$ cat config.mk
export PLATFORM = sky130hd
export DESIGN_NAME = mura_mask_pixel_generator
export DESIGN_NICKNAME = d
export VERILOG_FILES = /design/src/rtl/mmpg_pkg.sv /design/src/rtl/mura_mask_pixel_generator.sv
export SDC_FILE = /design/constraint.sdc
export NUM_CORES = 1
export LEC_CHECK = 0
export BUFFER_PORTS_ARGS = -buffer_cell sky130_fd_sc_hd__buf_4
export CAP_MARGIN = 20
export CORE_MARGIN = 2
export CORE_UTILIZATION = 40
export DETAILED_ROUTE_END_ITERATION = 8
export GPL_ROUTABILITY_DRIVEN = 0
export GPL_TIMING_DRIVEN = 0
export PLACE_DENSITY_LB_ADDON = 0.1
export SLEW_MARGIN = 10
export SYNTH_ARGS = -nofsm -noshare
export SYNTH_HDL_FRONTEND = slang
export SYNTH_SLANG_ARGS = --single-unit
$ cat constraint.sdc
create_clock -name clock -period 9.76 [get_ports clock]
set_clock_uncertainty 0.1 [all_clocks]
set_input_delay 0.976 -clock clock [delete_from_list [all_inputs] [get_ports clock]]
set_output_delay 0.976 -clock clock [all_outputs]
set_load 0.03 [all_outputs]
$ cat src/rtl/mmpg_pkg.sv
// Shared constants for the MURA mask pixel generator.
// Used by the top level and by its port checker; depends on nothing else.
package mmpg_pkg;

   // Limits of the mask and of the bin pattern.
   localparam int MAX_ORDER = 64;
   localparam int MAX_BIN   = 8;

   // Field and register widths.
   localparam int ORDER_W     = 7;
   localparam int TRANS_W     = 8;
   localparam int TILE_W      = 7;
   localparam int SUB_W       = 3;
   localparam int WEIGHT_W    = 16;
   localparam int CSR_INDEX_W = 2;
   localparam int CSR_DATA_W  = 8;

   // Weight store geometry: one entry per sub-pixel of the bin pattern.
   localparam int WDEPTH  = MAX_BIN * MAX_BIN;
   localparam int WADDR_W = $clog2(WDEPTH);

   // Signed tile offset, its magnitude, and the residue walk width.
   localparam int OFFSET_W = 9;
   localparam int MAG_W    = 8;
   localparam int RES_W    = $clog2(MAX_ORDER);

   // Register indexes on the configuration port.
   localparam logic [CSR_INDEX_W-1:0] CSR_MASK_ORDER   = 2'd0;
   localparam logic [CSR_INDEX_W-1:0] CSR_BIN_SIZE     = 2'd1;
   localparam logic [CSR_INDEX_W-1:0] CSR_TRANSPARENCY = 2'd2;

   // Request opcodes.
   localparam logic OP_LOAD  = 1'b0;
   localparam logic OP_QUERY = 1'b1;

   // Reset values and fixed numbers.
   localparam logic [ORDER_W-1:0]        MASK_ORDER_RESET   = 7'd2;
   localparam logic signed [TRANS_W-1:0] TRANSPARENCY_RESET = -8'sd1;
   localparam logic signed [TRANS_W-1:0] TRANS_PASS         = 8'sd1;
   localparam logic signed [WEIGHT_W-1:0] WEIGHT_ONE        = 16'sd256;

endpackage

$ cat src/rtl/mura_mask_pixel_generator.sv
// MURA coded-aperture mask pixel generator with a 64-entry bin weight store.
// Queries: the residue walk steps k = 1 .. p-1 through one shared residue unit
// (p is the order clamped to 64; order 0 or 1 skips the walk), then the result
// register is written. Loads leave the block idle, ready for the next request.
// A query holds req_stall until its result is written, and longer while the
// previous result waits on rsp_stall. Reset is synchronous: order 2,
// transparency -1, all bin weights read as 1.0.
module mura_mask_pixel_generator (
   input  logic                                  clock,
   input  logic                                  reset,
   input  logic                                  req_valid,
   output logic                                  req_stall,
   input  logic                                  req_opcode,
   input  logic [mmpg_pkg::TILE_W-1:0]           req_tile_row,
   input  logic [mmpg_pkg::TILE_W-1:0]           req_tile_col,
   input  logic [mmpg_pkg::SUB_W-1:0]            req_sub_row,
   input  logic [mmpg_pkg::SUB_W-1:0]            req_sub_col,
   input  logic signed [mmpg_pkg::WEIGHT_W-1:0]  req_weight_value,
   output logic                                  rsp_valid,
   input  logic                                  rsp_stall,
   output logic signed [mmpg_pkg::WEIGHT_W-1:0]  rsp_pixel_value,
   output logic                                  rsp_tile_open,
   input  logic                                  csr_write_enable,
   input  logic [mmpg_pkg::CSR_INDEX_W-1:0]      csr_index,
   input  logic [mmpg_pkg::CSR_DATA_W-1:0]       csr_write_data
);
   import mmpg_pkg::*;

   typedef enum logic [1:0] {ST_IDLE, ST_SCAN, ST_FINISH} state_type;

   // Control and datapath registers with their next values.
   state_type                  state_ff, state_in;
   logic [ORDER_W-1:0]         mask_order_ff, mask_order_in;
   logic signed [TRANS_W-1:0]  trans_ff, trans_in;
   logic [WDEPTH-1:0]          wvalid_ff, wvalid_in;
   logic                       sel_valid_ff, sel_valid_in;
   logic [ORDER_W-1:0]         p_ff, p_in;
   logic [RES_W-1:0]           res_ff, res_in;
   logic [RES_W-1:0]           step_ff, step_in;
   logic [RES_W-1:0]           cnt_ff, cnt_in;
   logic [MAG_W-1:0]           mag_a_ff, mag_a_in;
   logic [MAG_W-1:0]           mag_b_ff, mag_b_in;
   logic                       hit_a_ff, hit_a_in;
   logic                       hit_b_ff, hit_b_in;
   logic                       a_zero_ff, a_zero_in;
   logic                       b_zero_ff, b_zero_in;
   logic                       diag_ff, diag_in;
   logic                       rsp_valid_ff, rsp_valid_in;
   logic signed [WEIGHT_W-1:0] rsp_pixel_ff, rsp_pixel_in;
   logic                       rsp_open_ff, rsp_open_in;

   // Weight store and its registered read port.
   logic signed [WEIGHT_W-1:0] weight_mem [WDEPTH];
   logic signed [WEIGHT_W-1:0] rd_weight_ff;

   // Decode helpers.
   logic                       req_transfer;
   logic                       mem_write;
   logic                       mem_read;
   logic [WADDR_W-1:0]         req_addr;
   logic [ORDER_W-1:0]         p_eff;
   logic signed [OFFSET_W-1:0] off_row;
   logic signed [OFFSET_W-1:0] off_col;
   logic [ORDER_W-1:0]         res_sum;
   logic [ORDER_W-1:0]         step_sum;
   logic                       open_now;
   logic signed [WEIGHT_W-1:0] weight_sel;

   // Signed offset of a tile index from the centre of the mask.
   function automatic logic signed [OFFSET_W-1:0] tile_offset(
      input logic [TILE_W-1:0]  t,
      input logic [ORDER_W-1:0] p
   );
      logic signed [OFFSET_W-1:0] ts;
      logic signed [OFFSET_W-1:0] ps;
      ts = signed'(OFFSET_W'(t));
      ps = signed'(OFFSET_W'(p));
      if (t < p) begin
         return ts - ps + 9'sd1;
      end
      return ts - (ps <<< 1) + 9'sd1;
   endfunction

   // Magnitude of an offset; it never exceeds 128.
   function automatic logic [MAG_W-1:0] offset_mag(input logic signed [OFFSET_W-1:0] off);
      logic signed [OFFSET_W-1:0] neg;
      neg = -off;
      return off[OFFSET_W-1] ? MAG_W'(neg) : MAG_W'(off);
   endfunction

   assign req_stall    = (state_ff != ST_IDLE);
   assign req_transfer = req_valid && !req_stall;
   assign req_addr     = {req_sub_row, req_sub_col};
   assign mem_write    = req_transfer && (req_opcode == OP_LOAD);
   assign mem_read     = req_transfer && (req_opcode == OP_QUERY);

   assign p_eff   = (mask_order_ff > ORDER_W'(MAX_ORDER)) ? ORDER_W'(MAX_ORDER) : mask_order_ff;
   assign off_row = tile_offset(req_tile_row, p_eff);
   assign off_col = tile_offset(req_tile_col, p_eff);

   // Shared residue unit: k*k mod p and 2k+1 mod p advance by one add and compare each.
   assign res_sum  = {1'b0, res_ff} + {1'b0, step_ff};
   assign step_sum = {1'b0, step_ff} + 7'd2;

   // Final decision on the tile and the pixel value.
   assign open_now   = diag_ff || (!a_zero_ff && (b_zero_ff || (hit_a_ff == hit_b_ff)));
   assign weight_sel = sel_valid_ff ? rd_weight_ff : WEIGHT_ONE;

   // Next-state logic for the sequencer, the registers and the result stage.
   always_comb begin
      state_in      = state_ff;
      mask_order_in = mask_order_ff;
      trans_in      = trans_ff;
      wvalid_in     = wvalid_ff;
      sel_valid_in  = sel_valid_ff;
      p_in          = p_ff;
      res_in        = res_ff;
      step_in       = step_ff;
      cnt_in        = cnt_ff;
      mag_a_in      = mag_a_ff;
      mag_b_in      = mag_b_ff;
      hit_a_in      = hit_a_ff;
      hit_b_in      = hit_b_ff;
      a_zero_in     = a_zero_ff;
      b_zero_in     = b_zero_ff;
      diag_in       = diag_ff;
      rsp_valid_in  = rsp_valid_ff;
      rsp_pixel_in  = rsp_pixel_ff;
      rsp_open_in   = rsp_open_ff;

      // Register writes; the bin size is informational and is not stored.
      if (csr_write_enable) begin
         unique case (csr_index)
            CSR_MASK_ORDER:   mask_order_in = csr_write_data[ORDER_W-1:0];
            CSR_BIN_SIZE:     ;
            CSR_TRANSPARENCY: trans_in = signed'(csr_write_data[TRANS_W-1:0]);
            default:          ;
         endcase
      end

      // A delivered result frees the output register.
      if (rsp_valid_ff && !rsp_stall) begin
         rsp_valid_in = 1'b0;
      end

      unique case (state_ff)
         ST_IDLE: begin
            if (req_transfer) begin
               if (req_opcode == OP_LOAD) begin
                  wvalid_in[req_addr] = 1'b1;
               end else begin
                  sel_valid_in = wvalid_ff[req_addr];
                  p_in         = p_eff;
                  mag_a_in     = offset_mag(off_row);
                  mag_b_in     = offset_mag(off_col);
                  a_zero_in    = (off_row == '0);
                  b_zero_in    = (off_col == '0);
                  diag_in      = (req_tile_row == req_tile_col);
                  hit_a_in     = 1'b0;
                  hit_b_in     = 1'b0;
                  // Walk starts at k = 1: residue 1, step 3 mod p.
                  res_in       = RES_W'(1);
                  if (p_eff == 7'd2) begin
                     step_in = RES_W'(1);
                  end else if (p_eff == 7'd3) begin
                     step_in = '0;
                  end else begin
                     step_in = RES_W'(3);
                  end
                  cnt_in       = RES_W'(p_eff - 7'd1);
                  if (p_eff >= 7'd2) begin
                     state_in = ST_SCAN;
                  end else begin
                     state_in = ST_FINISH;
                  end
               end
            end
         end
         ST_SCAN: begin
            if (({2'b00, res_ff} == mag_a_ff) && (mag_a_ff != '0)) begin
               hit_a_in = 1'b1;
            end
            if (({2'b00, res_ff} == mag_b_ff) && (mag_b_ff != '0)) begin
               hit_b_in = 1'b1;
            end
            res_in  = (res_sum >= p_ff) ? RES_W'(res_sum - p_ff) : RES_W'(res_sum);
            step_in = (step_sum >= p_ff) ? RES_W'(step_sum - p_ff) : RES_W'(step_sum);
            cnt_in  = cnt_ff - RES_W'(1);
            if (cnt_ff == RES_W'(1)) begin
               state_in = ST_FINISH;
            end
         end
         ST_FINISH: begin
            if (!rsp_valid_ff || !rsp_stall) begin
               rsp_valid_in = 1'b1;
               rsp_open_in  = open_now;
               if (open_now || (trans_ff == TRANS_PASS)) begin
                  rsp_pixel_in = weight_sel;
               end else begin
                  rsp_pixel_in = signed'({trans_ff, 8'h00});
               end
               state_in = ST_IDLE;
            end
         end
         default: begin
            state_in = ST_IDLE;
         end
      endcase
   end

   // State, configuration, walk and result registers.
   always_ff @(posedge clock) begin
      if (reset) begin
         state_ff      <= ST_IDLE;
         mask_order_ff <= MASK_ORDER_RESET;
         trans_ff      <= TRANSPARENCY_RESET;
         wvalid_ff     <= '0;
         rsp_valid_ff  <= 1'b0;
      end else begin
         state_ff      <= state_in;
         mask_order_ff <= mask_order_in;
         trans_ff      <= trans_in;
         wvalid_ff     <= wvalid_in;
         rsp_valid_ff  <= rsp_valid_in;
      end
      sel_valid_ff <= sel_valid_in;
      p_ff         <= p_in;
      res_ff       <= res_in;
      step_ff      <= step_in;
      cnt_ff       <= cnt_in;
      mag_a_ff     <= mag_a_in;
      mag_b_ff     <= mag_b_in;
      hit_a_ff     <= hit_a_in;
      hit_b_ff     <= hit_b_in;
      a_zero_ff    <= a_zero_in;
      b_zero_ff    <= b_zero_in;
      diag_ff      <= diag_in;
      rsp_pixel_ff <= rsp_pixel_in;
      rsp_open_ff  <= rsp_open_in;
   end

   // Bin weight store: one write port for loads, one registered read for queries.
   always_ff @(posedge clock) begin
      if (mem_write) begin
         weight_mem[req_addr] <= req_weight_value;
      end
      if (mem_read) begin
         rd_weight_ff <= weight_mem[req_addr];
      end
   end

   assign rsp_valid       = rsp_valid_ff;
   assign rsp_pixel_value = rsp_pixel_ff;
   assign rsp_tile_open   = rsp_open_ff;

endmodule

-- Word-level counts from Yosys, hierarchy flattened
Memories as Yosys holds them, arrays and structs flattened. A register that Yosys moved wholly into a read port is not among the register bits.
Cells that the tools add are included.
- word-level logic and storage cells: 143
- output and inout port bits: 19
- memory bits (writable): 1024
- memories kept: 1
- flip-flop bits (word level): 146
- input bits: 52
- memory list (name ; depth ; width ; read ports ; clocked after memory_dff ; write ports ; line ; text):
    weight_mem ; 64 ; 16 ; 1 ; 1 ; 1 ; mura_mask_pixel_generator.sv:53 ; logic signed [WEIGHT_W-1:0] weight_mem [WDEPTH];
- reductions and logical operators: 34
- add/sub/neg operators: 16
- eq/ne operators: 17
- multiplexer cells: 45
- bitwise logic cells: 2
- $lt $le $gt $ge: 8
- operators with widths (kind ; number):
    $or A64 B64 Y64 ; 1
    $mux W6 ; 8
    $mux W9 ; 4
    $pmux W6 S2 ; 3
    $mux W16 ; 2
    $add A8 B2 Y9 const B ; 2
    $add A9 B2 Y9 const B ; 2
    $logic_not A9 Y1 ; 2
    $sub A7 B8 Y9 ; 2
    $eq A6 B8 Y1 ; 2
    $mux W8 ; 2
    $neg A8 Y8 ; 2
    $reduce_bool A8 Y1 ; 2
    $sub A7 B7 Y8 ; 2
    $eq A7 B2 Y1 const B ; 2
    $ge A7 B7 Y1 ; 2
    $lt A7 B7 Y1 ; 2
    $mux W2 ; 7
    $mux W1 ; 13
    $ne A2 B2 Y1 const B ; 6
    $reduce_and A4 Y1 ; 3
    $sub A6 B1 Y6 const B ; 2
    $sub A6 B6 Y6 ; 2
    $reduce_and A3 Y1 ; 3
    24 further kinds ; 44

-- Longest topological paths before layout
Gate-level depths: netlist of run 1.
- depth in word-level cells: 8
- gate-level depth with buffers: 15

-- Worst setup path after synthesis of run 1
OpenSTA, ideal clock, no wires.
- kind: input-to-reg
- from: in req_tile_col[0] (netlist name)
- to: reg mag_b_ff[6] (data pin)
- path buffers: 1
- stages on the path: 13
- library setup time: 264 ps
- setup slack: 5956 ps
- data arrival time: 3440 ps
- required time: 9396 ps
- path through: inv_1 -> ha_1 -> inv_1 -> fa_1 -> a211oi_2 -> nor2_2 -> o41ai_2 -> buf_2 -> mux2i_1 -> ha_1 -> nor2b_1 -> a31oi_1 -> xnor2_1
- longest elaborated chain between the ends: 6
- RTL lines (item ; line ; text):
    start, declared ; mura_mask_pixel_generator.sv:15 ; input logic [mmpg_pkg::TILE_W-1:0] req_tile_col,
    $sub A7 B7 Y8 ; mura_mask_pixel_generator.sv:79 ; return ts - ps + 9'sd1;
    $add A8 B2 Y9 ; mura_mask_pixel_generator.sv:79 ;
    $mux W9 ; mura_mask_pixel_generator.sv:78 ; if (t < p) begin
    $mux W9 * ; mura_mask_pixel_generator.sv:81 ; return ts - (ps <<< 1) + 9'sd1;
    $neg A8 Y8 ; mura_mask_pixel_generator.sv:87 ; neg = -off;
    $mux W8 * ; mura_mask_pixel_generator.sv:88 ; return off[OFFSET_W-1] ? MAG_W'(neg) : MAG_W'(off);
    end signal, assigned ; mura_mask_pixel_generator.sv:232 ; mag_b_ff <= mag_b_in;
    end, declared ; mura_mask_pixel_generator.sv:42 ; logic [MAG_W-1:0] mag_b_ff, mag_b_in;
Every way passes the cells marked *; elsewhere a longest branch is shown, timed or not. The select of a mux whose other input is x is not followed.
A chain may end at the register's enable or synchronous reset.

==> results of run 1 <==
## through the flow
stage                     hold WS [ns]  power [uW]  instances  instance area (sq um)
after CTS                        0.321       11600       5044                  56800
after global routing             0.352       11900       5049                  56800
final                            0.361       11600       5051                  56800
after detailed placement         0.358        6780       4803                  52500
after global placement           0.347        6740       4737                  50500
after floorplan                  0.335        6310       3058                  48000
## how the worst min path moves through the flow
| stage | startpoint | slack (ns) | endpoint |
|---|---|---|---|
| 6_report | csr_write_data[1] | 0.36 | mask_order_ff[1]$_SDFFE_PP1P_ |
| 5_1_grt | csr_write_data[1] | 0.35 | mask_order_ff[1]$_SDFFE_PP1P_ |
| 4_1_cts | csr_write_data[1] | 0.32 | mask_order_ff[1]$_SDFFE_PP1P_ |
| 3_5_place_dp | wvalid_ff[47]$_SDFFE_PP0P_ | 0.36 | wvalid_ff[47]$_SDFFE_PP0P_ |
| 3_3_place_gp | wvalid_ff[52]$_SDFFE_PP0P_ | 0.35 | wvalid_ff[52]$_SDFFE_PP0P_ |
| 2_1_floorplan | wvalid_ff[13]$_SDFFE_PP0P_ | 0.33 | wvalid_ff[13]$_SDFFE_PP0P_ |
## metal layers
layer,track usage [%],vias up,routed length [um]
met5,0,-,24
met4,13.9,4,9950
met3,10.3,500,23800
met2,44.9,2188,81000
met1,40.3,16500,73500
li1,-,12700,-
## cell families (layout without fill, tap and decap cells)
logic type | Yosys count | in the layout | synth area share (%)
buffers and inverters | 213 | 592 | 1.87
AOI/OAI and AO/OA | 676 | 676 | 10.3
other | 0 | 2 | 0
DFF | 1186 | 1186 | 72.5
xor gates and xnor gates | 78 | 78 | 1.42
muxes | 226 | 226 | 6.23
and+or+nand+nor | 602 | 602 | 5.52
adders and majority gates | 77 | 77 | 2.12
## synth_stat cells, drive strengths merged (29+ instances only)
cell type	number	share of area, %
edfxtp	1104	69
nor2	343	2.7
a22oi	167	2.6
a21oi	129	1.4
a221oi	128	2.3
nand2	109	0.85
mux2i	94	2.0
dfxtp	82	3.4
mux2	82	1.9
buf	81	0.83
clkbuf	75	0.59
ha	70	1.8
inv	57	0.45
o21ai	57	0.59
mux4	50	2.3
xnor2	44	0.80
o22ai	36	0.47
xor2	34	0.62
a22o	29	0.53
## worst register-to-register path, cell delays in order (launching register included)
cell	delay (ns)
dfxtp_1	0.39
nor2b_1	0.72
ha_1	0.34
inv_1	0.07
fa_1	0.42
a211oi_2	0.31
nor2_2	0.13
o41ai_2	0.37
buf_2	0.31
mux2i_1	0.27
ha_1	0.21
nand3_1	0.10
or3_1	0.35
nor3_1	0.20
## power groups by stage
| stage | Combinational (uW) | Sequential [uW] | Clock [uW] |
|---|---|---|---|
| finish | 1070 | 5640 | 4890 |
| global route | 1120 | 5640 | 5120 |
| floorplan | 574 | 5740 | 0 |
| CTS | 1040 | 5640 | 4920 |
| detailed placement | 1030 | 5750 | 0 |
| global placement | 995 | 5740 | 0 |
## layout make-up
class | count | share of cell area, %
sequential | 1186 | 61.2
multi-input combinational | 1659 | 22.5
clock buffer | 181 | 6.43
timing repair buffer | 138 | 3.70
tap | 1612 | 3.55
buffer | 156 | 1.20
clock inverter | 60 | 1.00
inverter | 57 | 0.377
antenna | 2 | 0.00881
## sequential cells by signal (all words and copies together) (netlist names), 2 cells and up
| signal | cells |
|---|---|
| rsp_pixel_value | 16 |
| rd_weight_ff | 16 |
| mag_b_ff | 8 |
| weight_mem | 1024 |
| trans_ff | 8 |
| p_ff | 7 |
| cnt_ff | 6 |
| wvalid_ff | 64 |
| mag_a_ff | 8 |
| mask_order_ff | 7 |
| res_ff | 6 |
| step_ff | 6 |
| state_ff | 2 |
==> run_summary.xml, run 1 <==
<?xml version="1.0" encoding="UTF-8"?>
<metrics>
  <group name="logic_synthesis">
    <metric name="syn-instance-count" unit="">3058</metric>
    <metric name="netlist-cell-type-count" unit="">80</metric>
    <metric name="ys_seq_area_share" unit="%">72.5</metric>
    <metric name="synth-async-reset-ratio" unit="%">0</metric>
    <metric name="synth-edff-count" unit="">1104</metric>
    <metric name="mappedNetlistArea" unit="sq um">48000</metric>
    <metric name="synth_seq_cells" unit="">1186</metric>
    <metric name="postSynthNetCount" unit="">3187</metric>
    <metric name="yosysWarningCount" unit="">0</metric>
    <metric name="synth-main-ff-cell" unit="">edfxtp_1</metric>
    <metric name="synth.avg_cell_area" unit="sq um">15.7</metric>
  </group>
  <group name="setup_path">
    <metric name="critical_path_cell_count" unit="">12</metric>
    <metric name="critPathMostFrequentCell" unit="">buf_2</metric>
    <metric name="crit_start" unit="">req_sub_col[0]</metric>
    <metric name="cp_slowest_cell" unit="">nor4_1</metric>
    <metric name="timing.critical_path.to" unit="">rd_weight_ff[3]$_DFFE_PP_</metric>
    <metric name="r2r_setup_slack" unit="ns">5.27</metric>
    <metric name="crit-reg2reg-launch" unit="">mask_order_ff[6]$_SDFFE_PP0P_</metric>
    <metric name="worst_r2r_path_depth" unit="">13</metric>
    <metric name="crit_path_end_kind" unit="">flip-flop</metric>
    <metric name="timing.critical_path.slowest_cell_delay" unit="ns">0.98</metric>
    <metric name="worst-endpoint-arrival" unit="ns">6.45</metric>
    <metric name="timing.critical_path.max_delay_family" unit="">compound AO/OA/AOI/OAI gates</metric>
    <metric name="startpoint_type" unit="">primary input</metric>
    <metric name="timing.critical_path.cells" unit="">buf_4 &gt; buf_2 &gt; buf_2 &gt; buf_2 &gt; buf_2 &gt; nor2_1 &gt; a21oi_1 &gt; nor2_1 &gt; a221oi_1 &gt; o21ai_0 &gt; nor4_1 &gt; o221ai_1</metric>
    <metric name="cp.buffers_inverters" unit="">5</metric>
    <metric name="cp.required" unit="ns">9.95</metric>
    <metric name="timing.rr.end" unit="">a_zero_ff$_DFFE_PP_</metric>
    <metric name="critPathKind" unit="">in -&gt; reg</metric>
    <metric name="critPathMaxFanout" unit="">10</metric>
  </group>
  <group name="clocking">
    <metric name="cts_post_setup_buffers_inserted" unit="">0</metric>
    <metric name="worst_setup_hold_path_clk_slew" unit="ns">0.06</metric>
    <metric name="htree_levels" unit="">4</metric>
    <metric name="tritoncts_clock_tree" unit="">done</metric>
    <metric name="ctsHoldBuffers" unit="">0</metric>
    <metric name="clock_tree.root_cell" unit="">clkbuf_16</metric>
    <metric name="cts_inserted_buffers" unit="">132</metric>
    <metric name="worstSkewPairLatency" unit="ns">0.76</metric>
    <metric name="cts_num_sinks" unit="">1186</metric>
    <metric name="cts_repair_resize_count" unit="">0</metric>
    <metric name="cts_buffer_depth" unit="">3</metric>
  </group>
  <group name="timing">
    <metric name="total_negative_setup_slacks" unit="ns">0</metric>
    <metric name="worst_setup_slack_final" unit="ns">3.50</metric>
    <metric name="final-setup-viol-count" unit="">0</metric>
    <metric name="timing.slew.headroom" unit="%">11.7</metric>
    <metric name="achievable-frequency" unit="GHz">0.160</metric>
    <metric name="setup_repair_after_global_routing_missed_its_margin" unit="">false</metric>
    <metric name="period_minus_slack" unit="ns">6.26</metric>
    <metric name="worstMarginPinSlew" unit="ns">1.32</metric>
    <metric name="finalHoldViolCount" unit="">0</metric>
    <metric name="final_min_period_over_clock_period" unit="%">64.2</metric>
    <metric name="report.final.slew_viol_count" unit="">0</metric>
  </group>
  <group name="global_routing">
    <metric name="total_congestion_overflow" unit="">0</metric>
    <metric name="grt_pass1_vias" unit="">30300</metric>
    <metric name="grt_start_max_net_pins" unit="">65</metric>
    <metric name="all_layer_gr_usage" unit="%">30.3</metric>
    <metric name="number_of_antenna_violations_at_the_first_check_in_global_routing" unit="">9</metric>
    <metric name="grt_pass1_wl" unit="um">251000</metric>
  </group>
  <group name="routing">
    <metric name="vias_per_cell" unit="">6.31</metric>
    <metric name="route.detailed.drc" unit="">0</metric>
    <metric name="vias" unit="">31900</metric>
    <metric name="postRouteAntennaNets" unit="">0</metric>
    <metric name="route.final.wire_length" unit="um">188000</metric>
    <metric name="post_drt_wl_per_cell" unit="um">37.2</metric>
    <metric name="first_iter_violations" unit="">5547</metric>
    <metric name="drtPass1Iterations" unit="">7</metric>
  </group>
  <group name="pwr">
    <metric name="power_switching_share" unit="%">24.2</metric>
    <metric name="static_leakage_power" unit="uW">0.0186</metric>
    <metric name="intPower" unit="uW">8790</metric>
    <metric name="power_density" unit="nW/um^2">204</metric>
    <metric name="power_frac_comb" unit="%">9.2</metric>
    <metric name="switching_power" unit="uW">2810</metric>
    <metric name="share_seq_of_total_power" unit="%">48.6</metric>
    <metric name="vdd.ir_drop.worst" unit="mV">0.181</metric>
    <metric name="p_clk_share" unit="%">42.2</metric>
  </group>
  <group name="run_status">
    <metric name="status" unit="">finished, final reports clean</metric>
  </group>
  <group name="place">
    <metric name="pre_cts_slack" unit="ns">3.07</metric>
    <metric name="place.detailed.hpwl" unit="um">126000</metric>
    <metric name="portBuffers" unit="">67</metric>
  </group>
  <group name="floorplan">
    <metric name="die_height" unit="um">350</metric>
    <metric name="start_util" unit="%">40.1</metric>
    <metric name="fp.coreArea" unit="sq um">119000</metric>
    <metric name="io_pins" unit="">71</metric>
    <metric name="floorplan.die.width" unit="um">350</metric>
    <metric name="number_of_rows_created_at_floorplan" unit="">127</metric>
    <metric name="floorplan.die_area" unit="sq um">123000</metric>
  </group>
  <group name="final_layout">
    <metric name="layout.nets" unit="">3459</metric>
    <metric name="layout-area-overhead-vs-synth" unit="%">18.5</metric>
    <metric name="mostFrequentLayoutCell" unit="">edfxtp_1</metric>
    <metric name="final_cell_mix" unit="">1104 x edfxtp_1, 273 x nor2_1, 167 x a22oi_1</metric>
    <metric name="regArea" unit="sq um">34800</metric>
    <metric name="fillerInstances" unit="">10200</metric>
    <metric name="layout-drive-gt1-share" unit="%">18.0</metric>
    <metric name="combined_area_of_the_multi_input_logic_cells" unit="sq um">12800</metric>
    <metric name="layout.core_utilization" unit="%">47.6</metric>
  </group>
  <group name="flow_run">
    <metric name="maxCapViolations" unit="">0</metric>
  </group>
  <group name="min_path">
    <metric name="hold-path-cell-count" unit="">2</metric>
    <metric name="hp-class" unit="">in -&gt; reg</metric>
  </group>
</metrics>
Note: power is estimated with default switching activity, not from simulation.
==> inputs of run 2 (changes only) <==
- clock period: 9.76 -> 6 ns (I/O delays scaled with it)
==> run_summary.xml, run 2 (synthesis results as in run 1) <==
<?xml version="1.0" encoding="UTF-8"?>
<metrics>
  <group name="run_status">
    <metric name="status" unit="">finished with violations</metric>
    <metric name="violations_in_the_final_reports" unit="">design-rule violations, negative setup slack</metric>
  </group>
  <group name="final_layout">
    <metric name="layout.nets" unit="">3467</metric>
    <metric name="layout.core_utilization" unit="%">47.6</metric>
    <metric name="antenna_cells" unit="">0</metric>
    <metric name="layout-drive-gt1-share" unit="%">18.0</metric>
    <metric name="final_cell_area" unit="sq um">56900</metric>
    <metric name="flip_flop_count_of_the_largest_register_after_layout" unit="">1024</metric>
    <metric name="layout-area-overhead-vs-synth" unit="%">18.6</metric>
    <metric name="final_cell_mix" unit="">1104 x edfxtp_1, 273 x nor2_1, 167 x a22oi_1</metric>
    <metric name="largest_registers" unit="">weight_mem: 1024 flops, wvalid_ff: 64 flops</metric>
    <metric name="registers.top_by_ff_count" unit="">weight_mem</metric>
    <metric name="mostFrequentLayoutCell" unit="">edfxtp_1</metric>
  </group>
  <group name="timing">
    <metric name="period_minus_slack" unit="ns">6.19</metric>
    <metric name="worst_setup_slack_final" unit="ns">-0.190</metric>
    <metric name="worstMarginPinSlew" unit="ns">1.31</metric>
    <metric name="timing.slew.headroom" unit="%">11.5</metric>
    <metric name="finalHoldViolCount" unit="">0</metric>
    <metric name="final_min_period_over_clock_period" unit="%">103</metric>
    <metric name="report.final.slew_viol_count" unit="">0</metric>
    <metric name="setup_repair_after_global_routing_missed_its_margin" unit="">false</metric>
    <metric name="final-setup-viol-count" unit="">1</metric>
    <metric name="achievable-frequency" unit="GHz">0.162</metric>
  </group>
  <group name="floorplan">
    <metric name="floorplan.die.width" unit="um">350</metric>
    <metric name="io_pins" unit="">71</metric>
    <metric name="fp.coreArea" unit="sq um">119000</metric>
    <metric name="die_height" unit="um">350</metric>
    <metric name="number_of_rows_created_at_floorplan" unit="">127</metric>
    <metric name="start_util" unit="%">40.1</metric>
    <metric name="floorplan.die_area" unit="sq um">123000</metric>
  </group>
  <group name="place">
    <metric name="dpl_cell_area" unit="sq um">52500</metric>
    <metric name="portBuffers" unit="">67</metric>
    <metric name="place.detailed.hpwl" unit="um">126000</metric>
  </group>
  <group name="clocking">
    <metric name="cts_buffer_depth" unit="">3</metric>
    <metric name="cts_inserted_buffers" unit="">132</metric>
    <metric name="worstSkewPairLatency" unit="ns">0.74</metric>
    <metric name="ctsHoldBuffers" unit="">8</metric>
    <metric name="clock_tree.root_cell" unit="">clkbuf_16</metric>
    <metric name="cts_num_sinks" unit="">1186</metric>
    <metric name="htree_levels" unit="">4</metric>
    <metric name="cts_repair_resize_count" unit="">0</metric>
    <metric name="worst_setup_hold_path_clk_slew" unit="ns">0.06</metric>
    <metric name="tritoncts_clock_tree" unit="">done</metric>
    <metric name="cts_post_setup_buffers_inserted" unit="">0</metric>
  </group>
  <group name="setup_path">
    <metric name="crit_start" unit="">req_sub_col[0]</metric>
    <metric name="worst-endpoint-arrival" unit="ns">6.36</metric>
    <metric name="critPathKind" unit="">in -&gt; reg</metric>
    <metric name="crit_path_end_kind" unit="">flip-flop</metric>
    <metric name="crit-reg2reg-launch" unit="">weight_mem[42][3]$_DFFE_PP_</metric>
    <metric name="cp.required" unit="ns">6.17</metric>
    <metric name="critPathMaxFanout" unit="">10</metric>
    <metric name="startpoint_type" unit="">primary input</metric>
  </group>
  <group name="routing">
    <metric name="route.detailed.drc" unit="">7</metric>
    <metric name="drtPass1Iterations" unit="">9</metric>
    <metric name="vias_per_cell" unit="">6.31</metric>
    <metric name="route.final.wire_length" unit="um">188000</metric>
    <metric name="vias" unit="">31900</metric>
    <metric name="post_drt_wl_per_cell" unit="um">37.2</metric>
    <metric name="first_iter_violations" unit="">5425</metric>
    <metric name="postRouteAntennaNets" unit="">0</metric>
  </group>
  <group name="global_routing">
    <metric name="grt_pass1_vias" unit="">30300</metric>
    <metric name="number_of_antenna_violations_at_the_first_check_in_global_routing" unit="">9</metric>
    <metric name="grt_start_max_net_pins" unit="">65</metric>
    <metric name="total_congestion_overflow" unit="">0</metric>
    <metric name="all_layer_gr_usage" unit="%">30.3</metric>
    <metric name="grt_pass1_wl" unit="um">251000</metric>
  </group>
  <group name="pwr">
    <metric name="vdd.ir_drop.worst" unit="mV">0.292</metric>
    <metric name="power_density" unit="nW/um^2">332</metric>
    <metric name="report.power.total" unit="uW">18900</metric>
    <metric name="static_leakage_power" unit="uW">0.0186</metric>
  </group>
  <group name="flow_run">
    <metric name="maxCapViolations" unit="">0</metric>
  </group>
  <group name="min_path">
    <metric name="hp-class" unit="">in -&gt; reg</metric>
    <metric name="holdCritStartpoint" unit="">req_valid</metric>
  </group>
</metrics>
==> run 2: worst paths after layout <==
path / endpoint / slack, ns / depth (start not counted)
worst max register to register: rd_weight_ff[3]$_DFFE_PP_ / 1.26 / 8
worst min-delay path: state_ff[0]$_SDFFE_PP0P_ / 0.06 / 3
worst max-delay path: rd_weight_ff[3]$_DFFE_PP_ / -0.19 / 12
worst min register to register: wvalid_ff[20]$_SDFFE_PP0P_ / 0.37 / 2
==> run 2: critical path, cell delays in order <==
cell	delay, ns
buf_4	0.13
buf_2	0.26
buf_2	0.46
buf_2	0.58
buf_2	0.54
nor2_1	0.10
a21oi_1	0.13
nor2_1	0.05
a221oi_1	0.85
o21ai_0	0.68
nor4_1	1.12
o221ai_1	0.79
==> run 2: power by group <==
group	internal, uW	switching (uW)
Combinational	549	1190
Clock	4630	3340
Sequential	9130	43.2
==> run 2: routing by layer <==
| layer | GRT usage (%) | share of wire [%] |
|---|---|---|
| met2 | 45.0 | 43 |
| met5 | 0 | 0.021 |
| met3 | 10.3 | 12 |
| met4 | 13.9 | 5.5 |
| met1 | 40.3 | 39 |
==> run 2: area by class of cell <==
class / count / area (sq um)
clock inverter: 60 / 569
tap: 1612 / 2020
sequential: 1186 / 34800
buffer: 156 / 683
multi-input combinational: 1659 / 12800
inverter: 57 / 214
timing repair buffer: 146 / 2180
clock buffer: 181 / 3650
fill: 10200 / 62600
==> run 2: through the flow <==
step                      hold WS, ns  setup TNS (ns)  cells  worst slack [ns]
after CTS                      0.0164               0   5052             0.423
final                          0.0608          -0.190   5057            -0.190
after global placement          0.347         -110.31   4737            -0.600
after floorplan                 0.335               0   3058              2.48
after detailed placement        0.358          -0.311   4803            -0.311
after global routing           0.0513               0   5057             0.272
